[config.mk]
export PLATFORM = sky130hd
export DESIGN_NAME = door_motor_limit_controller_core
export DESIGN_NICKNAME = d
export VERILOG_FILES = /design/src/design/dml_pkg.sv /design/src/design/dml_cfg_regs.sv /design/src/design/dml_step.sv /design/src/design/door_motor_limit_controller_core.sv
export SDC_FILE = /design/constraint.sdc
export NUM_CORES = 1
export LEC_CHECK = 0
export BUFFER_PORTS_ARGS = -buffer_cell sky130_fd_sc_hd__buf_2
export CAP_MARGIN = 40
export CORE_MARGIN = 4
export CORE_UTILIZATION = 50
export CTS_CLUSTER_DIAMETER = 100
export CTS_CLUSTER_SIZE = 25
export DETAILED_ROUTE_END_ITERATION = 8
export PLACE_DENSITY = 0.71
export SLEW_MARGIN = 20
export SYNTH_ARGS = -nofsm -noshare
export SYNTH_HDL_FRONTEND = slang
export SYNTH_HIERARCHICAL = 1
export SYNTH_SLANG_ARGS = --single-unit
[constraint.sdc]
create_clock -name clk_i -period 4.9 [get_ports clk_i]
set_input_delay 0.735 -clock clk_i [delete_from_list [all_inputs] [get_ports clk_i]]
set_output_delay 0.735 -clock clk_i [all_outputs]
set_load 0.02 [all_outputs]
[src/design/dml_pkg.sv]
// ----------------------------------------------------------------------------
// Door motor limit controller package
// Shared types, codes and reset values for the door motor limit controller.
// ----------------------------------------------------------------------------
package dml_pkg;

  localparam int unsigned CounterWidthDefault = 16;

  // Configuration register reset values.
  localparam logic [15:0] RunTimeoutReset    = 16'd2500;
  localparam logic [3:0]  DebounceLimitReset = 4'd3;
  localparam logic [15:0] OpenFallbackReset  = 16'd1000;
  localparam logic        OpenFbEnableReset  = 1'b0;

  // APB address decode.
  localparam int unsigned PaddrWidth = 4;
  localparam int unsigned PdataWidth = 32;

  typedef enum logic [1:0] {
    REG_RUN_TIMEOUT    = 2'd0,
    REG_DEBOUNCE_LIMIT = 2'd1,
    REG_OPEN_FB_LIMIT  = 2'd2,
    REG_OPEN_FB_ENABLE = 2'd3
  } reg_idx_e;

  // Request codes on the command field.
  typedef enum logic [2:0] {
    CMD_NONE    = 3'd0,
    CMD_STANDBY = 3'd1,
    CMD_OPEN    = 3'd2,
    CMD_CLOSE   = 3'd3,
    CMD_PWRUP   = 3'd4
  } cmd_e;

  // Door mode, one-hot internally.
  typedef enum logic [3:0] {
    MODE_STANDBY = 4'b0001,
    MODE_OPENING = 4'b0010,
    MODE_CLOSING = 4'b0100,
    MODE_PWRUP   = 4'b1000
  } mode_e;

  // Encoded door mode as reported on the result.
  localparam logic [1:0] DOOR_STANDBY = 2'd0;
  localparam logic [1:0] DOOR_OPENING = 2'd1;
  localparam logic [1:0] DOOR_CLOSING = 2'd2;
  localparam logic [1:0] DOOR_PWRUP   = 2'd3;

  // H-bridge drive codes.
  localparam logic [1:0] DRIVE_OFF   = 2'd0;
  localparam logic [1:0] DRIVE_OPEN  = 2'd1;
  localparam logic [1:0] DRIVE_CLOSE = 2'd2;
  localparam logic [1:0] DRIVE_BRAKE = 2'd3;

  typedef struct packed {
    logic [15:0] run_timeout;
    logic [3:0]  debounce_limit;
    logic [15:0] open_fallback_limit;
    logic        open_fallback_enable;
  } cfg_t;

  function automatic logic [1:0] encode_mode(mode_e mode);
    logic [1:0] code;
    case (mode)
      MODE_STANDBY: code = DOOR_STANDBY;
      MODE_OPENING: code = DOOR_OPENING;
      MODE_CLOSING: code = DOOR_CLOSING;
      MODE_PWRUP:   code = DOOR_PWRUP;
      default:      code = DOOR_STANDBY;
    endcase
    return code;
  endfunction

endpackage

[src/design/dml_cfg_regs.sv]
// ----------------------------------------------------------------------------
// Door motor limit controller configuration registers
// APB-style register file holding the timeout, debounce and fallback settings.
// ----------------------------------------------------------------------------
module dml_cfg_regs (
  input  logic                          clk_i,
  input  logic                          rst_ni,
  input  logic                          psel,
  input  logic                          penable,
  input  logic                          pwrite,
  input  logic [dml_pkg::PaddrWidth-1:0] paddr,
  input  logic [dml_pkg::PdataWidth-1:0] pwdata,
  output logic [dml_pkg::PdataWidth-1:0] prdata,
  output logic                          pready,
  output dml_pkg::cfg_t                 cfg_o
);
  import dml_pkg::*;

  cfg_t     cfg_q;
  reg_idx_e idx;
  logic     wr_en;

  assign idx    = reg_idx_e'(paddr[3:2]);
  assign wr_en  = psel && penable && pwrite;
  assign pready = 1'b1;

  always_ff @(posedge clk_i or negedge rst_ni) begin
    if (!rst_ni) begin
      cfg_q.run_timeout          <= RunTimeoutReset;
      cfg_q.debounce_limit       <= DebounceLimitReset;
      cfg_q.open_fallback_limit  <= OpenFallbackReset;
      cfg_q.open_fallback_enable <= OpenFbEnableReset;
    end else if (wr_en) begin
      case (idx)
        REG_RUN_TIMEOUT:    cfg_q.run_timeout          <= pwdata[15:0];
        REG_DEBOUNCE_LIMIT: cfg_q.debounce_limit       <= pwdata[3:0];
        REG_OPEN_FB_LIMIT:  cfg_q.open_fallback_limit  <= pwdata[15:0];
        REG_OPEN_FB_ENABLE: cfg_q.open_fallback_enable <= pwdata[0];
        default: ;
      endcase
    end
  end

  always_comb begin
    case (idx)
      REG_RUN_TIMEOUT:    prdata = {16'd0, cfg_q.run_timeout};
      REG_DEBOUNCE_LIMIT: prdata = {28'd0, cfg_q.debounce_limit};
      REG_OPEN_FB_LIMIT:  prdata = {16'd0, cfg_q.open_fallback_limit};
      REG_OPEN_FB_ENABLE: prdata = {31'd0, cfg_q.open_fallback_enable};
      default:            prdata = '0;
    endcase
  end

  assign cfg_o = cfg_q;

endmodule

[src/design/dml_step.sv]
// ----------------------------------------------------------------------------
// Door motor limit controller step logic
// Door mode, run-time, debounce and fallback state with the per-tick update.
// ----------------------------------------------------------------------------
module dml_step #(
  parameter int unsigned CounterWidth = dml_pkg::CounterWidthDefault
) (
  input  logic          clk_i,
  input  logic          rst_ni,
  input  logic          en_i,
  input  dml_pkg::cfg_t cfg_i,
  input  logic [2:0]    command_i,
  input  logic          closed_switch_n_i,
  input  logic          opened_switch_n_i,
  output logic [1:0]    motor_drive_o,
  output logic [1:0]    door_mode_o
);
  import dml_pkg::*;

  localparam int unsigned CmpWidth = (CounterWidth > 16) ? CounterWidth : 16;

  mode_e                   mode_q, mode_d;
  logic [CounterWidth-1:0] run_q, run_d;
  logic [CounterWidth-1:0] elapsed_q, elapsed_d;
  logic [3:0]              cdeb_q, cdeb_d;
  logic [3:0]              odeb_q, odeb_d;
  logic [1:0]              drive;

  always_comb begin
    logic  closed_act;
    logic  opened_act;
    logic  hit;
    mode_e mode;

    closed_act = !closed_switch_n_i;
    opened_act = !opened_switch_n_i;
    run_d      = run_q;
    elapsed_d  = elapsed_q;
    cdeb_d     = cdeb_q;
    odeb_d     = odeb_q;
    hit        = 1'b0;

    case (cmd_e'(command_i))
      CMD_STANDBY: mode = MODE_STANDBY;
      CMD_OPEN:    mode = MODE_OPENING;
      CMD_CLOSE:   mode = MODE_CLOSING;
      CMD_PWRUP:   mode = MODE_PWRUP;
      default:     mode = mode_q;
    endcase

    // Timeout check; power-up closing never times out of its mode.
    if (CmpWidth'(run_q) > CmpWidth'(cfg_i.run_timeout)) begin
      run_d = '0;
      if (mode == MODE_CLOSING) begin
        mode = MODE_STANDBY;
      end else if (mode == MODE_OPENING) begin
        mode = MODE_CLOSING;
      end
    end

    case (mode)
      MODE_STANDBY: begin
        elapsed_d = '0;
        run_d     = '0;
        drive     = DRIVE_OFF;
      end
      MODE_OPENING: begin
        if (opened_act) begin
          if (odeb_q >= cfg_i.debounce_limit) begin
            hit = 1'b1;
          end else begin
            odeb_d = odeb_q + 4'd1;
          end
        end else if (odeb_q != 4'd0) begin
          odeb_d = odeb_q - 4'd1;
        end
        // Timed fallback runs only while the open switch is inactive.
        if (!opened_act && cfg_i.open_fallback_enable) begin
          if (CmpWidth'(elapsed_q) < CmpWidth'(cfg_i.open_fallback_limit)) begin
            if (elapsed_q != '1) begin
              elapsed_d = elapsed_q + CounterWidth'(1);
            end
          end else begin
            hit = 1'b1;
          end
        end
        if (hit) begin
          drive = DRIVE_BRAKE;
          mode  = MODE_CLOSING;
          run_d = '0;
        end else begin
          drive = DRIVE_OPEN;
          if (run_d != '1) begin
            run_d = run_d + CounterWidth'(1);
          end
        end
      end
      default: begin
        elapsed_d = '0;
        if (closed_act) begin
          if (cdeb_q >= cfg_i.debounce_limit) begin
            hit = 1'b1;
          end else begin
            cdeb_d = cdeb_q + 4'd1;
          end
        end else if (cdeb_q != 4'd0) begin
          cdeb_d = cdeb_q - 4'd1;
        end
        if (hit) begin
          drive = DRIVE_BRAKE;
          mode  = MODE_STANDBY;
          run_d = '0;
        end else begin
          drive = DRIVE_CLOSE;
          if (run_d != '1) begin
            run_d = run_d + CounterWidth'(1);
          end
        end
      end
    endcase

    mode_d = mode;
  end

  always_ff @(posedge clk_i or negedge rst_ni) begin
    if (!rst_ni) begin
      mode_q    <= MODE_STANDBY;
      run_q     <= '0;
      elapsed_q <= '0;
      cdeb_q    <= '0;
      odeb_q    <= '0;
    end else if (en_i) begin
      mode_q    <= mode_d;
      run_q     <= run_d;
      elapsed_q <= elapsed_d;
      cdeb_q    <= cdeb_d;
      odeb_q    <= odeb_d;
    end
  end

  assign motor_drive_o = drive;
  assign door_mode_o   = encode_mode(mode_d);

endmodule

[src/design/door_motor_limit_controller_core.sv]
// ----------------------------------------------------------------------------
// Door motor limit controller core
// Per-tick door motor control with limit switch debounce and run timeout.
// ----------------------------------------------------------------------------
// Pipeline: an accepted input is captured in the input register, then its state
// update is captured in the result register, which holds while out_ready_i is low.
// Throughput: one transaction per cycle while out_ready_i takes each result, set by
// the combinational state update between the two registers.
// Reset: rst_ni clears the door state, counters and pipeline valids, and loads
// the configuration registers with their default values.
module door_motor_limit_controller_core #(
  parameter int unsigned CounterWidth = dml_pkg::CounterWidthDefault
) (
  input  logic                          clk_i,
  input  logic                          rst_ni,
  input  logic                          psel,
  input  logic                          penable,
  input  logic                          pwrite,
  input  logic [dml_pkg::PaddrWidth-1:0] paddr,
  input  logic [dml_pkg::PdataWidth-1:0] pwdata,
  output logic [dml_pkg::PdataWidth-1:0] prdata,
  output logic                          pready,
  input  logic                          in_valid_i,
  output logic                          in_ready_o,
  input  logic [2:0]                    command_i,
  input  logic                          closed_switch_n_i,
  input  logic                          opened_switch_n_i,
  output logic                          out_valid_o,
  input  logic                          out_ready_i,
  output logic [1:0]                    motor_drive_o,
  output logic [1:0]                    door_mode_o
);
  import dml_pkg::*;

  cfg_t       cfg;
  logic       in_vld_q;
  logic [2:0] cmd_q;
  logic       closed_n_q;
  logic       opened_n_q;
  logic       out_vld_q;
  logic [1:0] drive_q;
  logic [1:0] mode_q;
  logic       advance;
  logic [1:0] drive_nx;
  logic [1:0] mode_nx;

  // The registered transaction moves on whenever the result register frees up.
  assign advance    = in_vld_q && (!out_vld_q || out_ready_i);
  assign in_ready_o = !in_vld_q || advance;

  dml_cfg_regs u_cfg (
    .clk_i   (clk_i),
    .rst_ni  (rst_ni),
    .psel    (psel),
    .penable (penable),
    .pwrite  (pwrite),
    .paddr   (paddr),
    .pwdata  (pwdata),
    .prdata  (prdata),
    .pready  (pready),
    .cfg_o   (cfg)
  );

  dml_step #(
    .CounterWidth (CounterWidth)
  ) u_step (
    .clk_i             (clk_i),
    .rst_ni            (rst_ni),
    .en_i              (advance),
    .cfg_i             (cfg),
    .command_i         (cmd_q),
    .closed_switch_n_i (closed_n_q),
    .opened_switch_n_i (opened_n_q),
    .motor_drive_o     (drive_nx),
    .door_mode_o       (mode_nx)
  );

  always_ff @(posedge clk_i or negedge rst_ni) begin
    if (!rst_ni) begin
      in_vld_q  <= 1'b0;
      out_vld_q <= 1'b0;
    end else begin
      if (in_ready_o) begin
        in_vld_q <= in_valid_i;
      end
      if (advance) begin
        out_vld_q <= 1'b1;
      end else if (out_ready_i) begin
        out_vld_q <= 1'b0;
      end
    end
  end

  always_ff @(posedge clk_i) begin
    if (in_valid_i && in_ready_o) begin
      cmd_q      <= command_i;
      closed_n_q <= closed_switch_n_i;
      opened_n_q <= opened_switch_n_i;
    end
    if (advance) begin
      drive_q <= drive_nx;
      mode_q  <= mode_nx;
    end
  end

  assign out_valid_o   = out_vld_q;
  assign motor_drive_o = drive_q;
  assign door_mode_o   = mode_q;

endmodule
==> metrics.txt <==
# TYPE chip_impl_metric gauge
chip_impl_metric{name="cp_max_fo",unit=""} 12
chip_impl_info{name="worstSetupStartpoint",value="u_cfg/cfg_o[28]$_DFFE_PN1P_"} 1
chip_impl_metric{name="setup_fix_bufs_post_cts",unit=""} 0
chip_impl_metric{name="grt_overflow_total",unit=""} 0
chip_impl_metric{name="hold_slack",unit="ps"} 367.4
chip_impl_metric{name="finalCritPeriodShare",unit=""} 0.8485
chip_impl_metric{name="ios",unit=""} 87
chip_impl_metric{name="drc",unit=""} 0
chip_impl_info{name="yosys_most_used_dff",value="sky130_fd_sc_hd__dfrtp_1"} 1
chip_impl_metric{name="design.core.area",unit="um2"} 12060
chip_impl_metric{name="comb_power_frac",unit=""} 0.362
chip_impl_metric{name="grt_start_max_net_pins",unit=""} 48
chip_impl_metric{name="synth-async-reset-ratio",unit=""} 0.9022
chip_impl_metric{name="final.fill_count",unit=""} 1041
chip_impl_metric{name="crit_required",unit="ps"} 5130
chip_impl_metric{name="number_of_antenna_violations_at_the_first_check_in_global_routing",unit=""} 0
chip_impl_metric{name="setup_tns",unit="ps"} 0
chip_impl_metric{name="final_critical_path_setup_slack",unit="ps"} 742.5
chip_impl_metric{name="syn_to_final_growth",unit="%"} 10.64
chip_impl_metric{name="power_density",unit="nW/um2"} 422.0
chip_impl_metric{name="synth_cell_types",unit=""} 76
chip_impl_info{name="crit_type",value="reg2reg"} 1
chip_impl_metric{name="placement.setup.worst_slack",unit="ps"} 813.4
chip_impl_metric{name="fin_nets",unit=""} 782
chip_impl_metric{name="gr-usage-all-layers",unit=""} 0.2108
chip_impl_metric{name="worst_tran_pin_value",unit="ps"} 772.4
chip_impl_metric{name="chipWidth",unit="um"} 119.2
chip_impl_metric{name="post-route-min-period",unit="ps"} 4158
chip_impl_info{name="library_cell_with_the_highest_instance_count_after_synthesis",value="sky130_fd_sc_hd__dfrtp_1"} 1
chip_impl_metric{name="start_util",unit=""} 0.5127
chip_impl_metric{name="gp_congestion",unit=""} 0.8778
chip_impl_info{name="min-delay-path-class",value="in2async"} 1
chip_impl_metric{name="yosys_register_bits",unit=""} 92
chip_impl_metric{name="synth_warnings",unit=""} 6
chip_impl_metric{name="maxCapViolCount",unit=""} 0
chip_impl_metric{name="layout-drive-gt1-share",unit=""} 0.1994
chip_impl_info{name="critical_path.endpoint_type",value="flop"} 1
chip_impl_metric{name="die_y",unit="um"} 119.2
chip_impl_metric{name="slowest_delay",unit="ps"} 540
chip_impl_metric{name="wire_length_of_the_first_global_routing_pass",unit="um"} 24450
chip_impl_info{name="synth_top_cell_by_area",value="sky130_fd_sc_hd__dfrtp_1"} 1
chip_impl_metric{name="pwr-share-clk",unit=""} 0.249
chip_impl_info{name="cts_tree",value="built"} 1
chip_impl_metric{name="timing.clock.skew",unit="ps"} 5.108
chip_impl_info{name="critical_path.most_common_cell",value="sky130_fd_sc_hd__ha_1"} 1
chip_impl_info{name="clk_root_buffer_cell",value="sky130_fd_sc_hd__clkbuf_16"} 1
chip_impl_metric{name="cts_htree_levels",unit=""} 3
chip_impl_metric{name="path_clk_slew",unit="ps"} 60
chip_impl_metric{name="post_synth_instance_area",unit="um2"} 6183
chip_impl_metric{name="number_of_flops_mapped_to_enable_cells_by_yosys",unit=""} 9
chip_impl_metric{name="dr_total_vias",unit=""} 5013
chip_impl_metric{name="fmax",unit="MHz"} 240.5
chip_impl_metric{name="design.die.area",unit="um2"} 14210
chip_impl_info{name="synth_top_cells_by_count",value="69 x sky130_fd_sc_hd__dfrtp_1, 52 x sky130_fd_sc_hd__inv_1, 45 x sky130_fd_sc_hd__ha_1, 45 x sky130_fd_sc_hd__nor2_1, 44 x sky130_fd_sc_hd__o21ai_0"} 1
chip_impl_metric{name="detail_route.wl_per_cell",unit="um"} 17.23
chip_impl_metric{name="setup_viol",unit=""} 0
chip_impl_metric{name="postSynthCellCount",unit=""} 642
chip_impl_metric{name="vdd.ir_drop.worst",unit="mV"} 0.1428
chip_impl_metric{name="syn_avg_cell_area",unit="um2"} 9.632
chip_impl_metric{name="dp_hpwl",unit="um"} 10900
chip_impl_metric{name="timing_hold_violations_final",unit=""} 0
chip_impl_info{name="rsz0062_at_grt",value="no"} 1
chip_impl_metric{name="worst_ep_arrival_time",unit="ps"} 4390
chip_impl_metric{name="core.rowCount",unit=""} 40
chip_impl_metric{name="drt_pass1_iterations",unit=""} 5
chip_impl_metric{name="via_count_of_the_first_global_routing_pass",unit=""} 5046
chip_impl_metric{name="synthDominantCellAreaShare",unit=""} 0.2792
chip_impl_metric{name="p_leak",unit="nW"} 3.155
chip_impl_metric{name="cts.sinks",unit=""} 92
chip_impl_metric{name="slew_viol_final",unit=""} 0
chip_impl_metric{name="synth.yosys.seq_area_share",unit=""} 0.3824
chip_impl_info{name="reg2reg_from",value="u_cfg/cfg_o[28]$_DFFE_PN1P_"} 1
chip_impl_metric{name="postRouteWirelength",unit="um"} 14820
chip_impl_metric{name="internal_power",unit="W"} 0.001828
chip_impl_metric{name="cts_resized",unit=""} 0
chip_impl_metric{name="clock_insertion_delay_worst_skew",unit="ps"} 340
chip_impl_metric{name="ctsLongestPathBuffers",unit=""} 2
chip_impl_metric{name="drt-initial-drc-count",unit=""} 281
chip_impl_metric{name="netSwitchingPower",unit="W"} 0.001058
chip_impl_metric{name="io_buffers",unit=""} 51
chip_impl_info{name="synth.area.top_cells",value="sky130_fd_sc_hd__dfrtp_1 28%, sky130_fd_sc_hd__ha_1 9.1%, sky130_fd_sc_hd__dfstp_2 5.9%, sky130_fd_sc_hd__mux2_2 5.3%, sky130_fd_sc_hd__edfxtp_1 4.4%"} 1
chip_impl_metric{name="postRouteAntennaNets",unit=""} 0
chip_impl_info{name="outcome",value="complete, no violations"} 1
chip_impl_metric{name="switching_share",unit=""} 0.3666
chip_impl_metric{name="max_slew_margin",unit=""} 0.4851
chip_impl_metric{name="cts-hold-fix-buffers",unit=""} 0
chip_impl_info{name="crit_path_cell_trace",value="inv_1 > ha_1 > a21oi_1 > o21ai_0 > a2111o_1 > o31ai_4 > and2_1 > ha_1 > nand3_1 > nor2_1 > nand2_1 > nand4_1 > mux2_2 > a22o_1"} 1
chip_impl_info{name="startpoint_type",value="flop"} 1
chip_impl_metric{name="share_seq_of_total_power",unit=""} 0.389
chip_impl_metric{name="cts_buffers",unit=""} 9
chip_impl_metric{name="insertedDiodeCount",unit=""} 0
chip_impl_metric{name="avgViaCountPerCell",unit=""} 5.829
chip_impl_info{name="critPathSlowestCell",value="sky130_fd_sc_hd__dfstp_2"} 1
-- state kept, by name, summed over array words and instances, names as in the netlist --
signal,count
u_step/cdeb_q,4
u_step/odeb_q,4
motor_drive_o,2
in_vld_q,1
opened_n_q,1
door_mode_o,2
cmd_q,3
u_step/mode_q,4
u_cfg/cfg_o,37
out_valid_o,1
u_step/elapsed_q,16
closed_n_q,1
u_step/run_q,16
-- cells by family after synthesis --
family                   synth area share
AO/OA/AOI/OAI                      0.1661
XOR/XNOR                          0.01275
adder cells (fa/ha/maj)           0.09753
buffers and inverters             0.07365
flip-flops                         0.3824
multiplexers                       0.1066
other                            0.001215
AND/OR/NAND/NOR                    0.1597
-- worst max-delay path: cells and delay by family (launching register included) --
| kind | cells | cell delay (ps) |
|---|---|---|
| and+or+nand+nor | 5 | 1160 |
| muxes | 1 | 330 |
| AOI/OAI and AO/OA | 5 | 1360 |
| adders and majority gates | 2 | 630 |
| DFF | 1 | 540 |
| buffers and inverters | 1 | 40 |
-- path summary, 6_finish.rpt --
| check | to | slack [ps] | cells after the start |
|---|---|---|---|
| worst max-delay path | u_step/run_q[4]$_DFFE_PN0P_ | 740 | 14 |
| worst min-delay path | u_step/elapsed_q[9]$_DFFE_PN0P_ | 370 | 1 |
| worst max register to register | u_step/run_q[4]$_DFFE_PN0P_ | 740 | 14 |
| worst min register to register | u_step/odeb_q[0]$_DFFE_PN0P_ | 510 | 1 |
| max in group asynchronous | u_step/mode_q[0]$_DFFE_PN1P_ | 3870 | 2 |
| min in group clk_i | u_step/odeb_q[0]$_DFFE_PN0P_ | 510 | 1 |
-- layer usage --
| metal | GRT usage | share of wire |
|---|---|---|
| met5 | 0 | 0 |
| met4 | 0.08182 | 0.020 |
| met3 | 0.02422 | 0.039 |
| met2 | 0.3596 | 0.50 |
| met1 | 0.2741 | 0.44 |
-- cells in the final DEF, fill, tap and decap left out, drive strengths merged, types with 16 or more instances in the layout --
cell	Yosys	layout
dfrtp	69	69
buf	30	58
inv	52	52
nor2	45	45
ha	45	45
o21ai	45	45
a21oi	42	42
mux2	39	39
nand2	34	34
conb	2	17
mux2i	16	16
-- power groups by stage --
stage	clock network (W)	registers (W)	logic, W
4_1_cts	0.000731	0.00112	0.00103
5_1_grt	0.000756	0.00114	0.00117
3_3_place_gp	0	0.00112	0.000965
2_1_floorplan	0	0.00108	0.000790
3_5_place_dp	0	0.00113	0.00102
6_report	0.000718	0.00112	0.00105
-- stage by stage --
| stage | instance area, um2 | util | total power [W] | std cells |
|---|---|---|---|---|
| after floorplan | 6240 | - | 0.001869 | 657 |
| after global placement | 6489 | 0.5380 | 0.002084 | 841 |
| after detailed placement | 6531 | 0.5415 | 0.002151 | 843 |
| after CTS | 6829 | 0.5662 | 0.002880 | 859 |
| after global routing | 6842 | 0.5672 | 0.003068 | 860 |
| final | 6842 | 0.5672 | 0.002887 | 860 |
-- area by class of cell --
| class | instances | area (um2) | area share |
|---|---|---|---|
| Multi-Input combinational cell | 472 | 3420 | 0.4998 |
| Sequential cell | 92 | 2365 | 0.3456 |
| Timing Repair Buffer | 59 | 350.3 | 0.05121 |
| Clock buffer | 15 | 267.8 | 0.03914 |
| Tap cell | 168 | 210.2 | 0.03072 |
| Inverter | 53 | 198.9 | 0.02908 |
| Clock inverter | 1 | 30.03 | 0.004389 |
Note: power is estimated with default switching activity, not from simulation.
